## config.mk

```make
export PLATFORM = sky130hd
export DESIGN_NAME = otp_monotonic_version_counter
export DESIGN_NICKNAME = d
export VERILOG_FILES = /design/src/sv/otp_mvc_pkg.sv /design/src/sv/otp_mvc_cfg.sv /design/src/sv/otp_mvc_eval.sv /design/src/sv/otp_monotonic_version_counter.sv
export VERILOG_INCLUDE_DIRS = /design/src /design/src/sv
export SDC_FILE = /design/constraint.sdc
export NUM_CORES = 1
export LEC_CHECK = 0
export BUFFER_PORTS_ARGS = -buffer_cell sky130_fd_sc_hd__buf_2
export CORE_UTILIZATION = 34
export CTS_BUF_LIST = sky130_fd_sc_hd__clkbuf_2 sky130_fd_sc_hd__clkbuf_4 sky130_fd_sc_hd__clkbuf_8
export DETAILED_ROUTE_END_ITERATION = 12
export MAX_ROUTING_LAYER = met4
export PLACE_DENSITY_LB_ADDON = 0.25
export SLEW_MARGIN = 20
export SYNTH_ARGS = -nofsm -noshare
export SYNTH_HDL_FRONTEND = slang
export SYNTH_SLANG_ARGS = --single-unit
```

## constraint.sdc

```tcl
create_clock -name clk -period 20.8 [get_ports clk]
set_input_delay 1.04 -clock clk [delete_from_list [all_inputs] [get_ports clk]]
set_output_delay 1.04 -clock clk [all_outputs]
set_load 0.03 [all_outputs]
```

## src/sv/otp_monotonic_version_counter_defines.svh

```systemverilog
// Assertion macros for the version counter.
`ifndef OTP_MONOTONIC_VERSION_COUNTER_DEFINES_SVH
`define OTP_MONOTONIC_VERSION_COUNTER_DEFINES_SVH

`ifndef ASSERT_OFF
// same-cycle implication
`define ASSERT_IMPLIES(label, clk, rst_n, ante, cons) \
    label: assert property (@(posedge clk) disable iff (!rst_n) (ante) |-> (cons)) \
        else $error("assertion failed: same-cycle implication");
// next-cycle implication
`define ASSERT_NEXT(label, clk, rst_n, ante, cons) \
    label: assert property (@(posedge clk) disable iff (!rst_n) (ante) |=> (cons)) \
        else $error("assertion failed: next-cycle implication");
`else
`define ASSERT_IMPLIES(label, clk, rst_n, ante, cons)
`define ASSERT_NEXT(label, clk, rst_n, ante, cons)
`endif

`endif

```

## src/sv/otp_mvc_pkg.sv

```systemverilog
package otp_mvc_pkg;

    localparam int LOW_CAPACITY   = 32;
    localparam int HIGH_CAPACITY  = 32;
    localparam bit HIGH_BANK_USED = 1'b1;

    localparam int FUSE_W  = 32;
    localparam int COUNT_W = 7;
    localparam int BANK_CNT_W = 6;

    localparam logic [COUNT_W-1:0] CAPACITY =
        COUNT_W'(LOW_CAPACITY + (HIGH_BANK_USED ? HIGH_CAPACITY : 0));

    // configuration register indexes
    localparam int CFG_IDX_W = 3;
    localparam logic [CFG_IDX_W-1:0] CFG_PROG_EN     = 3'd0;
    localparam logic [CFG_IDX_W-1:0] CFG_SECURE_BOOT = 3'd1;
    localparam logic [CFG_IDX_W-1:0] CFG_ENFORCE     = 3'd2;
    localparam logic [CFG_IDX_W-1:0] CFG_LOW_MASK    = 3'd3;
    localparam logic [CFG_IDX_W-1:0] CFG_HIGH_MASK   = 3'd4;

    typedef enum logic {
        OP_READ    = 1'b0,
        OP_ADVANCE = 1'b1
    } op_t;

    typedef enum logic [1:0] {
        STATUS_OK            = 2'd0,
        STATUS_PROG_DISABLED = 2'd1,
        STATUS_OVER_CAPACITY = 2'd2
    } status_t;

    typedef struct packed {
        op_t         operation;
        logic [31:0] requested_version;
    } req_t;

    typedef struct packed {
        logic [COUNT_W-1:0] version_count;
        status_t            status;
        logic               fuses_written;
    } rsp_t;

    typedef struct packed {
        logic              programming_enabled;
        logic              secure_boot_on;
        logic              enforcement_on;
        logic [FUSE_W-1:0] low_bank_mask;
        logic [FUSE_W-1:0] high_bank_mask;
    } cfg_t;

    function automatic logic [BANK_CNT_W-1:0] ones_in(logic [FUSE_W-1:0] x);
        logic [31:0] s1;
        logic [31:0] s2;
        logic [31:0] s4;
        logic [7:0]  sum;
        s1  = x - ((x >> 1) & 32'h5555_5555);
        s2  = (s1 & 32'h3333_3333) + ((s1 >> 2) & 32'h3333_3333);
        s4  = (s2 + (s2 >> 4)) & 32'h0f0f_0f0f;
        sum = s4[7:0] + s4[15:8] + s4[23:16] + s4[31:24];
        return BANK_CNT_W'(sum);
    endfunction

    // n low bits set; n of 32 or more gives all ones
    function automatic logic [FUSE_W-1:0] thermometer(logic [BANK_CNT_W-1:0] n);
        logic [FUSE_W-1:0] t;
        for (int i = 0; i < FUSE_W; i++) begin
            t[i] = (BANK_CNT_W'(i) < n);
        end
        return t;
    endfunction

endpackage

```

## src/sv/otp_mvc_cfg.sv

```systemverilog
module otp_mvc_cfg
    import otp_mvc_pkg::*;
(
    input  logic                 clk,
    input  logic                 rst_n,
    input  logic                 we,
    input  logic [CFG_IDX_W-1:0] index,
    input  logic [31:0]          data,
    output cfg_t                 cfg
);

    cfg_t cfg_reg;
    cfg_t cfg_next;

    always_comb
    begin
        cfg_next = cfg_reg;
        if (we)
        begin
            case (index)
                CFG_PROG_EN:     cfg_next.programming_enabled = data[0];
                CFG_SECURE_BOOT: cfg_next.secure_boot_on      = data[0];
                CFG_ENFORCE:     cfg_next.enforcement_on      = data[0];
                CFG_LOW_MASK:    cfg_next.low_bank_mask       = data;
                CFG_HIGH_MASK:   cfg_next.high_bank_mask      = data;
                default:         cfg_next = cfg_reg;
            endcase
        end
    end

    always_ff @(posedge clk or negedge rst_n)
    begin
        if (!rst_n)
        begin
            cfg_reg.programming_enabled <= 1'b0;
            cfg_reg.secure_boot_on      <= 1'b0;
            cfg_reg.enforcement_on      <= 1'b0;
            cfg_reg.low_bank_mask       <= '1;
            cfg_reg.high_bank_mask      <= '1;
        end
        else
        begin
            cfg_reg <= cfg_next;
        end
    end

    assign cfg = cfg_reg;

endmodule

```

## src/sv/otp_mvc_eval.sv

```systemverilog
module otp_mvc_eval
    import otp_mvc_pkg::*;
(
    input  req_t              req,
    input  cfg_t              cfg,
    input  logic [FUSE_W-1:0] low_fuses,
    input  logic [FUSE_W-1:0] high_fuses,
    output rsp_t              rsp,
    output logic              fuse_we,
    output logic [FUSE_W-1:0] new_low,
    output logic [FUSE_W-1:0] new_high
);

    logic                  active;
    logic [BANK_CNT_W-1:0] cnt_low;
    logic [BANK_CNT_W-1:0] cnt_high;
    logic [COUNT_W-1:0]    cur;
    logic                  above_cur;
    logic                  above_cap;
    logic [BANK_CNT_W-1:0] low_n;
    logic [BANK_CNT_W-1:0] high_n;
    logic [31:0]           high_diff;

    assign active   = cfg.secure_boot_on & cfg.enforcement_on;
    assign cnt_low  = ones_in(low_fuses & cfg.low_bank_mask);
    assign cnt_high = HIGH_BANK_USED ? ones_in(high_fuses & cfg.high_bank_mask)
                                     : '0;
    assign cur = active ? (COUNT_W'(cnt_low) + COUNT_W'(cnt_high)) : '0;

    assign above_cur = req.requested_version > {{(32-COUNT_W){1'b0}}, cur};
    assign above_cap = req.requested_version > {{(32-COUNT_W){1'b0}}, CAPACITY};

    // split the target across banks; only used when within capacity
    assign low_n = (req.requested_version < 32'(LOW_CAPACITY))
                 ? BANK_CNT_W'(req.requested_version)
                 : BANK_CNT_W'(LOW_CAPACITY);
    assign high_diff = req.requested_version - 32'(LOW_CAPACITY);
    assign high_n = (req.requested_version > 32'(LOW_CAPACITY))
                  ? BANK_CNT_W'(high_diff) : '0;

    assign new_low  = low_fuses  | thermometer(low_n);
    assign new_high = high_fuses | thermometer(high_n);

    always_comb
    begin
        fuse_we           = 1'b0;
        rsp.version_count = cur;
        rsp.status        = STATUS_OK;
        rsp.fuses_written = 1'b0;
        if (req.operation == OP_ADVANCE)
        begin
            if (!cfg.programming_enabled)
            begin
                rsp.status = STATUS_PROG_DISABLED;
            end
            else if (active && above_cur)
            begin
                if (above_cap)
                begin
                    rsp.status = STATUS_OVER_CAPACITY;
                end
                else
                begin
                    fuse_we           = 1'b1;
                    rsp.fuses_written = (new_low != low_fuses) || (new_high != high_fuses);
                end
            end
        end
    end

endmodule

```

## src/sv/otp_monotonic_version_counter.sv

```systemverilog
// channel | direction | handshake            | payload
// in      | input     | in_valid / in_ready  | in_data (req_t)
// out     | output    | out_valid/out_ready  | out_data (rsp_t)
// cfg     | input     | cfg_valid/cfg_ready  | cfg_index, cfg_data
//
// A request is held in the input register, evaluated against the fuse banks
// and lands in the output register; one request per cycle unless the output
// stalls. Fuse banks update on the same edge, so the next request sees them.
// Reset clears fuses and config flags, sets masks to ones; cfg_ready is
// always high. A stalled output holds one result and one more request waits.
`include "otp_monotonic_version_counter_defines.svh"

module otp_monotonic_version_counter
    import otp_mvc_pkg::*;
(
    input  logic                 clk,
    input  logic                 rst_n,
    input  logic                 in_valid,
    output logic                 in_ready,
    input  req_t                 in_data,
    output logic                 out_valid,
    input  logic                 out_ready,
    output rsp_t                 out_data,
    input  logic                 cfg_valid,
    output logic                 cfg_ready,
    input  logic [CFG_IDX_W-1:0] cfg_index,
    input  logic [31:0]          cfg_data
);

    cfg_t              cfg;
    req_t              req_reg;
    logic              req_valid_reg;
    rsp_t              rsp_reg;
    logic              rsp_valid_reg;
    logic [FUSE_W-1:0] low_fuses_reg;
    logic [FUSE_W-1:0] high_fuses_reg;

    rsp_t              rsp_next;
    logic              fuse_we;
    logic [FUSE_W-1:0] low_fuses_next;
    logic [FUSE_W-1:0] high_fuses_next;
    logic              advance;

    assign cfg_ready = 1'b1;

    otp_mvc_cfg u_cfg (
        .clk   (clk),
        .rst_n (rst_n),
        .we    (cfg_valid & cfg_ready),
        .index (cfg_index),
        .data  (cfg_data),
        .cfg   (cfg)
    );

    otp_mvc_eval u_eval (
        .req        (req_reg),
        .cfg        (cfg),
        .low_fuses  (low_fuses_reg),
        .high_fuses (high_fuses_reg),
        .rsp        (rsp_next),
        .fuse_we    (fuse_we),
        .new_low    (low_fuses_next),
        .new_high   (high_fuses_next)
    );

    // request moves into the output register
    assign advance  = req_valid_reg && (!rsp_valid_reg || out_ready);
    assign in_ready = !req_valid_reg || advance;

    always_ff @(posedge clk or negedge rst_n)
    begin
        if (!rst_n)
        begin
            req_valid_reg  <= 1'b0;
            rsp_valid_reg  <= 1'b0;
            low_fuses_reg  <= '0;
            high_fuses_reg <= '0;
        end
        else
        begin
            if (in_ready)
            begin
                req_valid_reg <= in_valid;
            end
            if (advance)
            begin
                rsp_valid_reg <= 1'b1;
            end
            else if (out_ready)
            begin
                rsp_valid_reg <= 1'b0;
            end
            if (advance && fuse_we)
            begin
                low_fuses_reg  <= low_fuses_next;
                high_fuses_reg <= high_fuses_next;
            end
        end
    end

    always_ff @(posedge clk)
    begin
        if (in_valid && in_ready)
        begin
            req_reg <= in_data;
        end
        if (advance)
        begin
            rsp_reg <= rsp_next;
        end
    end

    assign out_valid = rsp_valid_reg;
    assign out_data  = rsp_reg;

    // fuses are one-time: no bit ever clears
    `ASSERT_NEXT(a_fuse_monotonic, clk, rst_n, 1'b1,
        ((low_fuses_reg & $past(low_fuses_reg)) == $past(low_fuses_reg)) &&
        ((high_fuses_reg & $past(high_fuses_reg)) == $past(high_fuses_reg)))
    // banks only change on a committed write
    `ASSERT_NEXT(a_fuse_hold, clk, rst_n, !(advance && fuse_we),
        $stable(low_fuses_reg) && $stable(high_fuses_reg))
    // a write is only reported with ok status
    `ASSERT_IMPLIES(a_written_ok, clk, rst_n, out_valid && out_data.fuses_written,
        out_data.status == STATUS_OK)
    // reported version never above the combined capacity
    `ASSERT_IMPLIES(a_count_range, clk, rst_n, out_valid,
        out_data.version_count <= CAPACITY)

endmodule
```

==> reports/metrics.cfg, run 1 <==
[min_path]
hold_path.class = register to register
min_to = low_fuses_reg[26]
min_from = low_fuses_reg[26]
min_path_cells = 1

[clocking]
clk_pin_slew_ns = 0.10
cts_buffer_depth = 2
clk-insertion-delay-late_ns = 0.49
cts_tree = yes
post_cts_resize_count = 0
numCtsBuffers = 17
htree_levels = 4
hold_buffers = 0
cts_root_buf = clkbuf_8
cts_sinks = 176
post_cts.repair.setup_buffers = 0

[floorplan]
ioPinCount = 86
initial_core_util_pct = 34.47
chipWidth_um = 199.9
num_rows = 72
die_h_um = 199.9
die_area_mm2 = 0.03997
core_area_mm2 = 0.03865

[timing]
hold_slack_ns = 0.4913
fmax_mhz = 117.1
totalNegativeSetupSlack_ns = 0
setup_viol = 0
slew_headroom_pct = 30.77
final-hold-violation-count = 0
setup_ws_ns = 12.26
period_needed_ns = 8.541
rsz0062_at_grt = no
fin_crit_sh_pct = 41.06
fin_skew_ns = 0.01676
worst_slew_pin_slew_ns = 1.038
drv_slew = 0

[power_and_ir_drop]
p_seq_share_pct = 20.5
swShare_pct = 46.33
power_density_mw_per_mm2 = 151.8
intPower_mw = 1.200
p_clk_share_pct = 11.9
pwr-share-comb_pct = 67.6
power.leakage_nw = 7.123
max-vdd-ir-drop_mv = 0.2621
p_sw_mw = 1.036

[global_route]
grt_pass1_wl_mm = 56.24
grtUsageTotal_pct = 19.21
antenna_found_initial = 0
grt-ovfl-total = 0
grt_pass1_vias = 10197
grt_max_degree = 80

[routing]
first_pass_iters = 5
drtIter0Drc = 500
post_drt_via_cell_ratio = 5.197
drt-total-wl_mm = 35.76
drcViolationCount = 0
wl_per_cell_um = 18.31
via_count = 10149
ant_nets = 0

[worst_setup_path]
reg2reg_from = u_cfg.cfg[7]
slowest_delay_ns = 0.62
crit_path_max_fanout = 49
setup.worst_path.end_class = register
rrSetupSlack_ns = 12.26
slowest_stage = a2111oi_0
crit_required_ns = 21.17
worstSetupPathType = register to register
critPathLaunchType = register
r2r_cells = 31
cp_data_arrival_time_ns = 8.91
timing.rr.end = high_fuses_reg[0]

[cells_and_area]
finalNonFillerCells = 1953
final_cell_mix = ha_1, nand2_1, inv_1
final_common_cell = ha_1
diodes = 0
areaGrowthSynthToFinish_pct = 10.63
largest_reg_flops = 67
layout-drive-gt1-share_pct = 20.07
nets = 1687
fin_area_mm2 = 0.01474

[yosys]
yosys.area.top_type = ha_1
ys_top_cells_by_area = ha_1, dfrtp_1, dfstp_2, edfxtp_1, mux2_2
syn-num-nets = 1612
syn_area_mm2 = 0.01332
synthDominantCellAreaShare_pct = 14.56
yosysSeqAreaShare_pct = 35.28
ys_warn_count = 0
synth_edf_count = 43
synth_ff_type = dfrtp_1
avgSynthCellArea_um2 = 9.889
synth_seq_cells = 176
synth_cell_types = 75
synth_async_sr_flop_share_pct = 75.57
netlist_instances = 1347

[place]
place.port_buffers = 84
dp_hpwl_mm = 28.15
dp.cells = 1921
dpl_worst_slack_ns = 12.34
place_area_mm2 = 0.01431
gp_congestion = 0.9060

[flow_run]
maxCapViolCount = 0

[status]
status = finished, final reports clean

==> power groups by stage <==
stage	registers (mW)	clock network [mW]	logic, mW
final	0.459	0.266	1.51
after global routing	0.464	0.286	1.68
after CTS	0.459	0.272	1.51
after detailed placement	0.465	0	1.49
after global placement	0.464	0	1.49
after floorplan	0.464	0	1.07
==> metrics by stage <==
stage / power [mW] / util (%)
after floorplan: 1.536 / -
after global placement: 1.958 / 37.01
after detailed placement: 1.951 / 37.01
after CTS: 2.245 / 38.13
after global routing: 2.435 / 38.13
final: 2.237 / 38.13
==> synth_stat cells, drive strengths merged (15+ instances only) <==
library cell  count
ha              155
nand2           127
inv             122
a21oi           109
dfrtp            69
mux2             67
dfstp            64
nor2             62
o21ai            57
xnor2            47
edfxtp           43
o21bai           42
a21o             38
fa               37
xor2             25
nand3            21
clkbuf           20
nand2b           19
buf              18
a31oi            15
nor2b            15
==> layer usage <==
metal	track usage (%)	up-vias	share of wire, %
li1	-	4878	-
met1	25.75	4974	48
met2	30.25	250	45
met3	2.621	47	4.5
met4	5.513	0	2.1
met5	-	-	0
==> cell type report <==
cell class | count | area (um^2)
Fill cell | 3914 | 23910
Inverter | 122 | 457.9
Clock buffer | 22 | 296.5
Timing Repair Buffer | 94 | 501.7
Sequential cell | 176 | 4700
Multi-Input combinational cell | 1011 | 7998
Clock inverter | 10 | 135.1
Tap cell | 518 | 648.1
==> worst max-delay path by stage <==
stage / start / endpoint / slack (ns) / cells past startpoint
final: u_cfg.cfg[7] / high_fuses_reg[0] / 12.26 / 31
after global routing: u_cfg.cfg[7] / high_fuses_reg[0] / 11.84 / 31
after CTS: u_cfg.cfg[7] / high_fuses_reg[0] / 12.26 / 31
after detailed placement: u_cfg.cfg[7] / high_fuses_reg[0] / 12.34 / 31
after global placement: u_cfg.cfg[7] / high_fuses_reg[0] / 12.36 / 32
after floorplan: u_cfg.cfg[7] / high_fuses_reg[19] / 13.40 / 28
==> cells by family after synthesis <==
family | Yosys count | share of synthesized area [%]
AOI/OAI and AO/OA | 347 | 16.88
adders and majority gates | 193 | 20.20
and+or+nand+nor | 330 | 12.26
muxes | 68 | 5.739
xor gates and xnor gates | 72 | 4.734
DFF | 176 | 35.28
other | 1 | 0.02815
buffers and inverters | 160 | 4.884
==> critical path: cells and delay by family (launching register included) <==
kind / cells / cell delay, ns
AO/OA/AOI/OAI: 9 / 2.39
flip-flops: 1 / 0.56
XOR/XNOR: 2 / 0.37
adder cells (fa/ha/maj): 8 / 3.18
AND/OR/NAND/NOR: 8 / 1.22
buffers and inverters: 4 / 0.70
No activity file was read; power rests on OpenSTA's default activity.
==> inputs of run 2 (changes only) <==
==> constraint.sdc (replaced) <==
create_clock -name clk -period 7.9 [get_ports clk]
set_input_delay 0.395 -clock clk [delete_from_list [all_inputs] [get_ports clk]]
set_output_delay 0.395 -clock clk [all_outputs]
set_load 0.03 [all_outputs]
==> run 2 against run 1 <==
Register-to-register slack worse by 12 ns. Critical path depth up 1. Clock power increased by 130%. Flip-flop and latch count unchanged. Worst setup slack worse by 12 ns. Utilization grew 2.9 points.
==> reports/metrics.cfg, run 2 (synthesis gave the netlist of run 1 again) <==
[power_and_ir_drop]
power.leakage_nw = 7.642  ; +7.3%
p_clk_share_pct = 7.9  ; -4.0 points
intPower_mw = 4.426  ; +270%
pwr-share-comb_pct = 76.7  ; +9.1 points
p_sw_mw = 3.427  ; +230%
power_density_mw_per_mm2 = 495.2  ; +230%
swShare_pct = 43.64  ; -2.7 points
max-vdd-ir-drop_mv = 1.072  ; +310%
p_seq_share_pct = 15.4  ; -5.1 points

[floorplan]
die_area_mm2 = 0.03997  ; unchanged
num_rows = 72  ; unchanged
ioPinCount = 86  ; unchanged
core_area_mm2 = 0.03865  ; unchanged
chipWidth_um = 199.9  ; unchanged
initial_core_util_pct = 34.47  ; unchanged
die_h_um = 199.9  ; unchanged

[worst_setup_path]
setup.worst_path.end_class = register
cp-startpoint = u_cfg.cfg[44]
critPathLaunchType = register
worstSetupPathType = register to register
cp_data_arrival_time_ns = 8.12  ; -0.79 ns
reg2reg_from = u_cfg.cfg[44]
crit_required_ns = 8.30  ; -12.87 ns
r2r_cells = 32  ; +3.2%
slowest_delay_ns = 0.55  ; -0.07 ns
timing.rr.end = low_fuses_reg[4]
rrSetupSlack_ns = 0.18  ; -12.08 ns
crit_path_max_fanout = 11  ; -78%
worstSetupEndpoint = low_fuses_reg[4]
slowest_stage = fa_1

[place]
gp_congestion = 0.9646  ; +6.5%
place.port_buffers = 84  ; unchanged
dp.cells = 2014  ; +4.8%
dp_hpwl_mm = 30.16  ; +7.2%

[global_route]
use_met1_pct = 27.37  ; +1.6 points
grtUsageTotal_pct = 20.67  ; +1.5 points
use_met3_pct = 3.545  ; +0.92 points
grt_max_degree = 70  ; -13%
grt_use_met2_pct = 32.47  ; +2.2 points
grt-ovfl-total = 0  ; unchanged
grt-busiest-layer = met2
antenna_found_initial = 0  ; unchanged
grt_pass1_wl_mm = 60.09  ; +6.8%
grt_pass1_vias = 10796  ; +5.9%

[timing]
fin_skew_ns = 0.01528  ; -0.001480 ns
hold_slack_ns = 0.06205  ; -0.4293 ns
slew_headroom_pct = 31.53  ; +0.76 points
rsz0062_at_grt = yes
period_needed_ns = 7.721  ; -0.8200 ns
setup_viol = 0  ; unchanged
worst_slew_pin_slew_ns = 1.027  ; -0.01138 ns
fmax_mhz = 129.5  ; +11%
drv_slew = 0  ; unchanged
final-hold-violation-count = 0  ; unchanged
fin_crit_sh_pct = 97.74  ; +57 points

[clocking]
cts_sinks = 176  ; unchanged
htree_levels = 4  ; unchanged
cts_buffer_depth = 2  ; unchanged
cts_tree = yes
numCtsBuffers = 17  ; unchanged
cts_root_buf = clkbuf_8
clk_pin_slew_ns = 0.11  ; about the same
clk-insertion-delay-late_ns = 0.50  ; about the same

[routing]
post_drt_via_cell_ratio = 5.136  ; -1.2%
via_count = 10555  ; +4.0%
drcViolationCount = 0  ; unchanged
ant_nets = 0  ; unchanged
drt-total-wl_mm = 38.86  ; +8.7%
wl_per_cell_um = 18.91  ; +3.3%
drtIter0Drc = 710  ; +42%
first_pass_iters = 5  ; unchanged

[cells_and_area]
finalNonFillerCells = 2055  ; +5.2%
seq_area_mm2 = 0.004700  ; unchanged
areaGrowthSynthToFinish_pct = 19.05
nets = 1789  ; +6.0%
diodes = 0  ; unchanged
final_common_cell = ha_1
layout-drive-gt1-share_pct = 29.47  ; +9.4 points
nFillCells = 3887  ; -0.69%
multi_input_area_mm2 = 0.008373  ; +4.7%
final_cell_mix = ha_1, inv_1, nand2_1
largest_reg_flops = 67  ; unchanged

[min_path]
hold_path.class = primary input to register

[status]
status = finished, final reports clean

[flow_run]
maxCapViolCount = 0  ; unchanged

==> run 2: cell count changes in the layout (fill, tap and decap cells not counted), sizes merged, moves of 2 or more <==
cell      change
buf         +100
clkbuf        -3
clkinvlp      +3
bufinv        -2
inv           +2
==> run 2: repair_timing <==
action,4_1_cts,5_1_grt
endpoints found under the setup margin,58,66
pin swaps,1,38
hold buffers,1,0
endpoints found under the hold margin,29,0
gates cloned,0,1
buffers inserted,0,7
resized for setup,11,88
==> run 2: per-layer routing <==
layer  wire length [um]  share of wire, %  vias to the layer above
met5                  0                 0                        -
met4                832               2.1                        0
met3               1865               4.8                       53
met2              18000                46                      286
met1              18160                47                     5141
li1                   -                 -                     5075
==> run 2: area by class of cell <==
class	count	share of cell area, %
multi-input combinational	1011	52.80
sequential	176	29.64
timing repair buffer	196	8.300
tap	518	4.087
inverter	122	2.888
clock buffer	18	1.523
clock inverter	14	0.7653
==> run 2: power by group through the flow <==
stage	clock network (mW)	registers (mW)	logic (mW)
after global routing	0.674	1.22	6.57
final	0.623	1.21	6.02
after detailed placement	0	1.22	4.53
after floorplan	0	1.22	2.82
after global placement	0	1.22	4.60
after CTS	0.647	1.21	4.58
==> run 2: worst min path at each step <==
stage                     slack (ns)  cells after the start                 to        start
after floorplan                  0.1                      0  high_fuses_reg[0]        rst_n
after global placement          0.47                      1  low_fuses_reg[27]        rst_n
after detailed placement        0.46                      1  low_fuses_reg[29]        rst_n
after CTS                       0.02                      1        req_reg[30]  in_data[30]
after global routing            0.02                      1        req_reg[21]  in_data[21]
final                           0.06                      1        req_reg[11]  in_data[11]
==> run 2: worst max-delay path: cells and delay by family (launching register included) <==
kind                       cells  cell delay, ns
AOI/OAI and AO/OA              6            1.33
xor gates and xnor gates       3            0.42
adders and majority gates      9            3.45
buffers and inverters          7            0.76
DFF                            1            0.54
and+or+nand+nor                7            1.07
==> run 2: stage by stage <==
| stage | setup WS [ns] | area, um^2 | TNS [ns] | utilization, % | power, mW |
|---|---|---|---|---|---|
| floorplan | 0.5045 | 13320 | 0 | - | 4.045 |
| global placement | -0.1864 | 15020 | -5.420 | 38.85 | 5.824 |
| detailed placement | -0.1478 | 15020 | -3.542 | 38.85 | 5.753 |
| CTS | 0.007319 | 15400 | 0 | 39.86 | 6.439 |
| global route | -0.05091 | 15860 | -0.2383 | 41.03 | 8.471 |
| finish | 0.1787 | 15860 | 0 | 41.03 | 7.853 |
